<file path="src/rtl/shs_pkg.sv">
package shs_pkg;

    typedef logic [31:0] word_t;
    typedef word_t [0:7]  hash_t;
    typedef word_t [0:15] block_t;

    typedef struct packed {
        logic [31:0] data_word;
        logic [2:0]  valid_bytes;
        logic        last_word;
    } shs_in_t;

    typedef struct packed {
        logic [31:0] digest_word;
        logic        digest_last;
    } shs_out_t;

    // commands from the sequencer to the compression engine
    typedef struct packed {
        logic start;
        logic reinit;
    } shs_cmd_t;

    typedef enum logic [2:0] {
        ST_IDLE,
        ST_PACK,
        ST_PAD,
        ST_LEN,
        ST_WAIT,
        ST_EMIT
    } shs_state_t;

    localparam logic [2:0] MAX_BYTES = 3'd4;
    localparam logic [7:0] PAD_BYTE  = 8'h80;
    localparam logic [5:0] LEN_POS   = 6'd56;
    localparam logic [2:0] LAST_DIGEST = 3'd7;
    localparam logic [5:0] LAST_ROUND  = 6'd63;

    localparam hash_t HASH_IV = '{
        32'h6a09e667, 32'hbb67ae85, 32'h3c6ef372, 32'ha54ff53a,
        32'h510e527f, 32'h9b05688c, 32'h1f83d9ab, 32'h5be0cd19
    };

    localparam word_t [0:63] ROUND_K = '{
        32'h428a2f98, 32'h71374491, 32'hb5c0fbcf, 32'he9b5dba5,
        32'h3956c25b, 32'h59f111f1, 32'h923f82a4, 32'hab1c5ed5,
        32'hd807aa98, 32'h12835b01, 32'h243185be, 32'h550c7dc3,
        32'h72be5d74, 32'h80deb1fe, 32'h9bdc06a7, 32'hc19bf174,
        32'he49b69c1, 32'hefbe4786, 32'h0fc19dc6, 32'h240ca1cc,
        32'h2de92c6f, 32'h4a7484aa, 32'h5cb0a9dc, 32'h76f988da,
        32'h983e5152, 32'ha831c66d, 32'hb00327c8, 32'hbf597fc7,
        32'hc6e00bf3, 32'hd5a79147, 32'h06ca6351, 32'h14292967,
        32'h27b70a85, 32'h2e1b2138, 32'h4d2c6dfc, 32'h53380d13,
        32'h650a7354, 32'h766a0abb, 32'h81c2c92e, 32'h92722c85,
        32'ha2bfe8a1, 32'ha81a664b, 32'hc24b8b70, 32'hc76c51a3,
        32'hd192e819, 32'hd6990624, 32'hf40e3585, 32'h106aa070,
        32'h19a4c116, 32'h1e376c08, 32'h2748774c, 32'h34b0bcb5,
        32'h391c0cb3, 32'h4ed8aa4a, 32'h5b9cca4f, 32'h682e6ff3,
        32'h748f82ee, 32'h78a5636f, 32'h84c87814, 32'h8cc70208,
        32'h90befffa, 32'ha4506ceb, 32'hbef9a3f7, 32'hc67178f2
    };

endpackage

</file>
<file path="src/rtl/shs_compress.sv">
module shs_compress (
    input  logic             clk,
    input  logic             rst_n,
    input  shs_pkg::shs_cmd_t cmd,
    input  shs_pkg::block_t  block,
    output shs_pkg::hash_t   hash,
    output logic             done
);
    import shs_pkg::*;

    function automatic word_t big_sig0(input word_t x);
        big_sig0 = ((x >> 2) | (x << 30)) ^ ((x >> 13) | (x << 19)) ^ ((x >> 22) | (x << 10));
    endfunction

    function automatic word_t big_sig1(input word_t x);
        big_sig1 = ((x >> 6) | (x << 26)) ^ ((x >> 11) | (x << 21)) ^ ((x >> 25) | (x << 7));
    endfunction

    function automatic word_t small_sig0(input word_t x);
        small_sig0 = ((x >> 7) | (x << 25)) ^ ((x >> 18) | (x << 14)) ^ (x >> 3);
    endfunction

    function automatic word_t small_sig1(input word_t x);
        small_sig1 = ((x >> 17) | (x << 15)) ^ ((x >> 19) | (x << 13)) ^ (x >> 10);
    endfunction

    hash_t      hash_reg, hash_next;
    hash_t      v_reg, v_next;
    block_t     w_reg, w_next;
    logic [5:0] round_reg, round_next;
    logic       run_reg, run_next;
    logic       add_reg, add_next;
    logic       done_reg;

    word_t t_one, t_two, w_new, choose, major;

    always_comb
    begin
        choose = (v_reg[4] & v_reg[5]) ^ (~v_reg[4] & v_reg[6]);
        major  = (v_reg[0] & v_reg[1]) ^ (v_reg[0] & v_reg[2]) ^ (v_reg[1] & v_reg[2]);
        t_one  = v_reg[7] + big_sig1(v_reg[4]) + choose + ROUND_K[round_reg] + w_reg[0];
        t_two  = big_sig0(v_reg[0]) + major;
        // rolling 16-word schedule window, w_reg[0] is the current round's word
        w_new  = small_sig1(w_reg[14]) + w_reg[9] + small_sig0(w_reg[1]) + w_reg[0];

        hash_next  = hash_reg;
        v_next     = v_reg;
        w_next     = w_reg;
        round_next = round_reg;
        run_next   = run_reg;
        add_next   = add_reg;

        if (cmd.start)
        begin
            v_next     = hash_reg;
            w_next     = block;
            round_next = '0;
            run_next   = 1'b1;
        end
        else if (run_reg)
        begin
            v_next = '{t_one + t_two, v_reg[0], v_reg[1], v_reg[2],
                       v_reg[3] + t_one, v_reg[4], v_reg[5], v_reg[6]};
            for (int i = 0; i < 15; i++)
            begin
                w_next[i] = w_reg[i + 1];
            end
            w_next[15] = w_new;
            round_next = round_reg + 6'd1;
            if (round_reg == LAST_ROUND)
            begin
                run_next = 1'b0;
                add_next = 1'b1;
            end
        end
        else if (add_reg)
        begin
            // feed-forward into the chaining value
            for (int i = 0; i < 8; i++)
            begin
                hash_next[i] = hash_reg[i] + v_reg[i];
            end
            add_next = 1'b0;
        end

        if (cmd.reinit)
        begin
            hash_next = HASH_IV;
        end
    end

    always_ff @(posedge clk or negedge rst_n)
    begin
        if (!rst_n)
        begin
            hash_reg  <= HASH_IV;
            round_reg <= '0;
            run_reg   <= 1'b0;
            add_reg   <= 1'b0;
            done_reg  <= 1'b0;
        end
        else
        begin
            hash_reg  <= hash_next;
            round_reg <= round_next;
            run_reg   <= run_next;
            add_reg   <= add_next;
            done_reg  <= add_reg;
        end
    end

    always_ff @(posedge clk)
    begin
        v_reg <= v_next;
        w_reg <= w_next;
    end

    assign hash = hash_reg;
    assign done = done_reg;

endmodule

</file>
<file path="src/rtl/sha256_stream_hasher_core.sv">
// sha-256 over a byte stream fed as 32-bit big-endian words
// each word is taken, then its valid bytes are packed one at a time; each filled 64-byte block
// then goes through compression (64 rounds, one per cycle in the shared round unit, feed-forward, handback)
// last word: padding, one or two blocks, then eight digest transfers, 1 per cycle unstalled
// reset (async, active low): hash state to the initial values, buffer and count to zero
module sha256_stream_hasher_core (
    input  logic             clk,
    input  logic             rst_n,
    input  logic             word_valid,
    output logic             word_ready,
    input  shs_pkg::shs_in_t word_data,
    output logic             digest_valid,
    input  logic             digest_ready,
    output shs_pkg::shs_out_t digest_data
);
    import shs_pkg::*;

    shs_state_t   state_reg, state_next;
    shs_state_t   ret_reg, ret_next;
    logic [31:0]  word_reg, word_next;
    logic [2:0]   nb_reg, nb_next;
    logic         last_reg, last_next;
    logic [2:0]   idx_reg, idx_next;
    logic [60:0]  count_reg, count_next;
    block_t       buffer_reg, buffer_next;
    logic         out_valid_reg, out_valid_next;
    shs_out_t     out_reg, out_next;

    shs_cmd_t     cmd;
    block_t       block;
    hash_t        hash;
    logic         done;

    block_t       buf_w;
    logic [7:0]   byte_val;
    logic         place;
    logic [5:0]   pos;
    logic [63:0]  bit_len;
    logic [60:0]  count_inc;

    shs_compress u_compress (
        .clk   (clk),
        .rst_n (rst_n),
        .cmd   (cmd),
        .block (block),
        .hash  (hash),
        .done  (done)
    );

    always_comb
    begin
        state_next     = state_reg;
        ret_next       = ret_reg;
        word_next      = word_reg;
        nb_next        = nb_reg;
        last_next      = last_reg;
        idx_next       = idx_reg;
        count_next     = count_reg;
        out_valid_next = out_valid_reg & ~digest_ready;
        out_next       = out_reg;
        cmd            = '0;
        place          = 1'b0;
        byte_val       = word_reg[8'd31 - {idx_reg[1:0], 3'b000} -: 8];
        pos            = count_reg[5:0];
        bit_len        = {count_reg, 3'b000};
        count_inc      = count_reg + 61'd1;
        word_ready     = (state_reg == ST_IDLE);

        case (state_reg)
            ST_IDLE:
            begin
                if (word_valid)
                begin
                    word_next  = word_data.data_word;
                    nb_next    = (word_data.valid_bytes > MAX_BYTES) ? MAX_BYTES
                                                                     : word_data.valid_bytes;
                    last_next  = word_data.last_word;
                    idx_next   = '0;
                    state_next = ST_PACK;
                end
            end
            ST_PACK:
            begin
                if (idx_reg < nb_reg)
                begin
                    place      = 1'b1;
                    count_next = count_inc;
                    idx_next   = idx_reg + 3'd1;
                    // this byte completes the block
                    if (count_inc[5:0] == 6'd0)
                    begin
                        cmd.start  = 1'b1;
                        ret_next   = ST_PACK;
                        state_next = ST_WAIT;
                    end
                end
                else if (last_reg)
                begin
                    state_next = ST_PAD;
                end
                else
                begin
                    state_next = ST_IDLE;
                end
            end
            ST_PAD:
            begin
                place    = 1'b1;
                byte_val = PAD_BYTE;
                if (pos >= LEN_POS)
                begin
                    // no room left for the length, it goes in an extra block
                    cmd.start  = 1'b1;
                    ret_next   = ST_LEN;
                    state_next = ST_WAIT;
                end
                else
                begin
                    state_next = ST_LEN;
                end
            end
            ST_LEN:
            begin
                cmd.start  = 1'b1;
                ret_next   = ST_EMIT;
                idx_next   = '0;
                state_next = ST_WAIT;
            end
            ST_WAIT:
            begin
                if (done)
                begin
                    state_next = ret_reg;
                end
            end
            ST_EMIT:
            begin
                if (!out_valid_reg || digest_ready)
                begin
                    out_valid_next       = 1'b1;
                    out_next.digest_word = hash[idx_reg];
                    out_next.digest_last = (idx_reg == LAST_DIGEST);
                    idx_next             = idx_reg + 3'd1;
                    if (idx_reg == LAST_DIGEST)
                    begin
                        cmd.reinit = 1'b1;
                        count_next = '0;
                        state_next = ST_IDLE;
                    end
                end
            end
            default:
            begin
                state_next = ST_IDLE;
            end
        endcase

        // the buffer is zero at the write position, so an or places the byte
        buf_w = buffer_reg;
        if (place)
        begin
            buf_w[pos[5:2]] = buffer_reg[pos[5:2]]
                            | ({24'd0, byte_val} << {~pos[1:0], 3'b000});
        end

        block = buf_w;
        if (state_reg == ST_LEN)
        begin
            block[14] = bit_len[63:32];
            block[15] = bit_len[31:0];
        end

        buffer_next = cmd.start ? '0 : buf_w;
    end

    always_ff @(posedge clk or negedge rst_n)
    begin
        if (!rst_n)
        begin
            state_reg     <= ST_IDLE;
            ret_reg       <= ST_IDLE;
            idx_reg       <= '0;
            count_reg     <= '0;
            buffer_reg    <= '0;
            out_valid_reg <= 1'b0;
        end
        else
        begin
            state_reg     <= state_next;
            ret_reg       <= ret_next;
            idx_reg       <= idx_next;
            count_reg     <= count_next;
            buffer_reg    <= buffer_next;
            out_valid_reg <= out_valid_next;
        end
    end

    always_ff @(posedge clk)
    begin
        word_reg <= word_next;
        nb_reg   <= nb_next;
        last_reg <= last_next;
        out_reg  <= out_next;
    end

    assign digest_valid = out_valid_reg;
    assign digest_data  = out_reg;

endmodule

</file>
<file path="config.mk">
export PLATFORM = sky130hd
export DESIGN_NAME = sha256_stream_hasher_core
export DESIGN_NICKNAME = d
export VERILOG_FILES = /design/src/rtl/shs_pkg.sv /design/src/rtl/shs_compress.sv /design/src/rtl/sha256_stream_hasher_core.sv
export SDC_FILE = /design/constraint.sdc
export NUM_CORES = 2
export LEC_CHECK = 0
export BUFFER_PORTS_ARGS = -buffer_cell sky130_fd_sc_hd__clkbuf_2
export CORE_AREA = 5 5 519 393
export CTS_CLUSTER_SIZE = 24
export DETAILED_ROUTE_END_ITERATION = 8
export DIE_AREA = 0 0 524 398
export PLACE_DENSITY_LB_ADDON = 0.3
export SLEW_MARGIN = 20
export SYNTH_ARGS = -nofsm -noshare
export SYNTH_HDL_FRONTEND = slang
export SYNTH_HIERARCHICAL = 1
export SYNTH_SLANG_ARGS = --single-unit
</file>
<file path="constraint.sdc">
create_clock -name clk -period 16.4 [get_ports clk]
set_input_delay 2.46 -clock clk [delete_from_list [all_inputs] [get_ports clk]]
set_output_delay 2.46 -clock clk [all_outputs]
set_load 0.1 [all_outputs]
</file>
# Yosys cells after proc, flatten, opt, wreduce, memory -nomap -nowiden
# Memories as Yosys holds them, arrays and structs flattened.
# Cells that the tools add are included.
# word_totals
reg_bits	1685
mem_bits_ro	2048
in_bits	40
elab_cells	227
mem_count	1
out_inout_bits	35
# classes
n_lt_le_gt_ge	7
n_reduce_logical	18
muxes	62
eq_ne	18
addsub	22
bitwise	35
n_shift	2
# memory_table
memory	depth	width	rd	rd_ports_with_merged_regs	wr	line_no	text
(name not given)	64	32	1	0	0	shs_compress.sv:41	t_one = v_reg[7] + big_sig1(v_reg[4]) + choose + ROUND_K[round_reg] + w_reg[0];
# op_table
operator	n
$mux 512	4
$mux 256	6
$add 32x32->32	18
$bwmux 512	1
$xor 32x32->32	9
$mux 32	7
$mux 61	3
$and 32x32->32	5
$bmux 32 s4	1
$demux 32 s4	1
$pmux 61 s2	1
$bmux 32 s3	1
$mux 64	1
$add 61x1->61 const B	1
$mux 3	13
$shiftx 39x9->8	1
$not 32->32	1
$or 10x32->32	1
$or 13x32->32	1
$or 14x32->32	1
$or 15x32->32	1
$or 19x32->32	1
$or 21x32->32	1
$or 25x32->32	1
51 further kinds	83

# Logic depth before layout (Yosys ltp)
# logic_depth
ltp_word	10
mapped_depth	38
ltp_nobuf	36

# By module
# The synthesis kept the hierarchy.
# modules_own_cells
mod	cells_per_inst	area_per_inst_um2	seq_area_each_um2	n_inst
shs_compress	6610	70831.7	29863.6	1
sha256_stream_hasher_core	3797	37622.3	16661.0	1

# Worst setup path before layout
# OpenSTA, ideal clock, no wires.
# synth_path
kind	register to register
start	reg count_reg[5]
end	reg u_compress/v_reg[0] (netlist name) (enable)
stages_incl_launch_ff	10
synth_period_minus_slack_ns	17.674
t_arrival_ns	16.565
slack_ns	-1.274
required_time_ns	15.291
setup_ns	1.109
cell_sequence	dfrtp_1 > buf_2 > and3_1 > a21oi_1 > nor2_1 > clkbuf_1 > inv_1 > nor2_1 > nor2_1 > inv_1
# synth_lines
element	line_no	text
start, declared	sha256_stream_hasher_core.sv:24	logic [60:0] count_reg, count_next;
start signal, assigned	sha256_stream_hasher_core.sv:192	count_reg <= count_next;
end signal, assigned	shs_compress.sv:114	v_reg <= v_next;
end, declared	shs_compress.sv:28	hash_t v_reg, v_next;

==> results.sh <==
export IMPL_status="finished, final reports clean"
export IMPL_hold_class="reg -> reg"
export IMPL_first_iter_violations=12100
export IMPL_period_minus_slack_ns=10.51
export IMPL_clock_fmax_mhz=95.1
export IMPL_ys_dominant_reg_cell="edfxtp_1"
export IMPL_cp_required_ns=17.00
export IMPL_ys_async_sr_fraction_pct=50.3
export IMPL_routed_via_density=6.59
export IMPL_vias=85700
export IMPL_setup_viol=0
export IMPL_initial_core_util_pct=54.6
export IMPL_grt_max_degree=183
export IMPL_antenna_found_initial=21
export IMPL_nNetsFinal=10800
export IMPL_wirelength_mm=380
export IMPL_cts_max_level=4
export IMPL_finalClockSkew_ns=0.0827
export IMPL_place_gp_congestion=1.04
export IMPL_yosys_area_top_type="edfxtp_1"
export IMPL_netlist_top_cells_area="edfxtp_1, dfrtp_1, mux2_2, ha_1, mux2i_1"
export IMPL_first_global_vias=80700
export IMPL_synth_top_family_by_area="compound AO/OA/AOI/OAI gates"
export IMPL_post_place_ws_ns=6.09
export IMPL_crit_type="reg -> reg"
export IMPL_synth_seq_cells=1685
export IMPL_synth_area_mm2=0.108
export IMPL_grt_use_total_pct=35.7
export IMPL_core_mm2=0.198
export IMPL_synth_compound_area_share_pct=15.1
export IMPL_worst_pin_slew_ns=1.27
export IMPL_overflow=0
export IMPL_die_w_um=524
export IMPL_remaining_drc_errors=0
export IMPL_synth_yosys_seq_area_share_pct=42.9
export IMPL_wl_per_cell_um=29.2
export IMPL_hold_violations=0
export IMPL_relSlewSlack_pct=15.4
export IMPL_post_route_period_util_pct=64.1
export IMPL_grt_pass1_wl_mm=552
export IMPL_arrival_ns=11.11
export IMPL_critPathMaxFanout=17
export IMPL_numPortBuffers=74
export IMPL_layout_drive_gt1_share_pct=15.9
export IMPL_yosysWarningCount=6
export IMPL_synth_nets=11000
export IMPL_hold_buffers=0
export IMPL_synth_mux_area_share_pct=14.3
export IMPL_syn_avg_cell_area_um2=10.4
export IMPL_synthCells=10400
export IMPL_ios=75
export IMPL_cts_resized=0
export IMPL_drv_cap=0
export IMPL_clock_tree_root_cell="clkbuf_16"
export IMPL_synth_common_cells="nand2_1, a21oi_1, edfxtp_1"
export IMPL_synth_cell_types=116
export IMPL_cpPeakStageDelay_ns=0.92
export IMPL_yosysMostFrequentCell="nand2_1"
export IMPL_fin_tns_setup_ns=0
export IMPL_clk_pin_slew_ns=0.07
export IMPL_crit_path_start_kind="flop"
export IMPL_rows=142
export IMPL_maxSlewViolCount=0
export IMPL_netlist_area_leader_share_pct=23.2
export IMPL_die_area_mm2=0.209
export IMPL_drtAntennaViolNets=0
export IMPL_clockBufferDepth=3
export IMPL_crit_top_cell="a21oi_1"
export IMPL_synth_adder_area_share_pct=8.28
export IMPL_rsz0062_at_grt="no"
export IMPL_post_cts_buffers=0
export IMPL_area_growth_pct=7.63
export IMPL_cts_tree="built"
export IMPL_synth_simple_area_share_pct=9.80
export IMPL_cts_sinks=1685
export IMPL_drt_pass1_iter_count=7
export IMPL_setup_ws_ns=5.89
export IMPL_synth_edf_count=837
export IMPL_synth_xor_area_share_pct=4.59
export IMPL_cts_buffers=171
export IMPL_dp_hpwl_mm=269
export IMPL_clk_latency_ns=0.85
export IMPL_cpMaxStageDelayCell="ha_1"
export IMPL_final_core_util_pct=58.8
export IMPL_end_kind="flop"
export IMPL_die_h_um=398
worst max-delay path, delay by kind of cell (launching register included):
kind            cells  cell delay, ns
fa+ha+maj           5            2.53
simple gates        3            0.59
buf+inv             4            0.97
compound gates     16            4.46
xor+xnor            3            0.64
flops               1            0.87
mux                 1            0.27
final timing paths:
check	from	slack (ns)	depth (start not counted)	to
hold / removal	ret_reg[0]	0.48	1	ret_reg[0]
setup / recovery	u_compress/round_reg[1]	5.89	32	u_compress/v_reg[255]
hold reg to reg	ret_reg[0]	0.48	1	ret_reg[0]
setup reg to reg	u_compress/round_reg[1]	5.89	32	u_compress/v_reg[255]
max in group asynchronous	rst_n	11.69	4	buffer_reg[197]
min in group asynchronous	rst_n	1.60	1	u_compress/hash[185]
layout make-up:
cell class              count  area (um^2)
fillers                 16500        81700
repair buffers            219         1580
inverters                 721         2720
multi-input cells        7375        56700
clock inverters            90         1030
well taps                2664         3330
diodes                      7         17.5
flip-flops and latches   1685        46500
clock buffers             234         4760
layout by cell type (no fill, tap or decap), drive strengths merged, types with 136 or more instances in the layout:
master  Yosys  layout
xor2      222     222
nand2b    200     200
dfrtp     712     712
clkbuf    413     308
nand2    1000    1000
o21ai     570     570
nor2      417     417
a21o      212     212
fa        195     195
a21oi     841     841
mux2      801     801
xnor2     344     344
nand3     157     157
inv       720     723
edfxtp    837     837
buf       213     145
a22oi     180     180
ha        404     404
mux2i     475     475
dfstp     136     136
through the flow:
step | area, um^2 | cells | hold slack [ns]
global route | 117000 | 13000 | 0.501
finish | 117000 | 13000 | 0.480
CTS | 117000 | 13000 | 0.484
detailed placement | 111000 | 12700 | 0.471
global placement | 111000 | 12700 | 0.462
floorplan | 108000 | 10400 | 0.387
cell families (layout without fill, tap and decap cells):
group	count (synthesis)	after routing
buffers and inverters	1347	1264
AO/OA/AOI/OAI	2592	2592
other	0	7
flip-flops	1685	1685
XOR/XNOR	567	567
adder cells (fa/ha/maj)	601	601
AND/OR/NAND/NOR	2263	2263
multiplexers	1352	1352
per-layer routing:
layer  part of all wire, %  vias up  track usage, %
met5                 0.022        -               0
met4                   3.0       14            9.07
met3                    15      629            14.1
met2                    38     4962            45.3
met1                    44    43000            55.6
li1                      -    37000               -
Power is not shown: default switching activity piles up to over one toggle a cycle in this logic, so the estimate is an artifact.
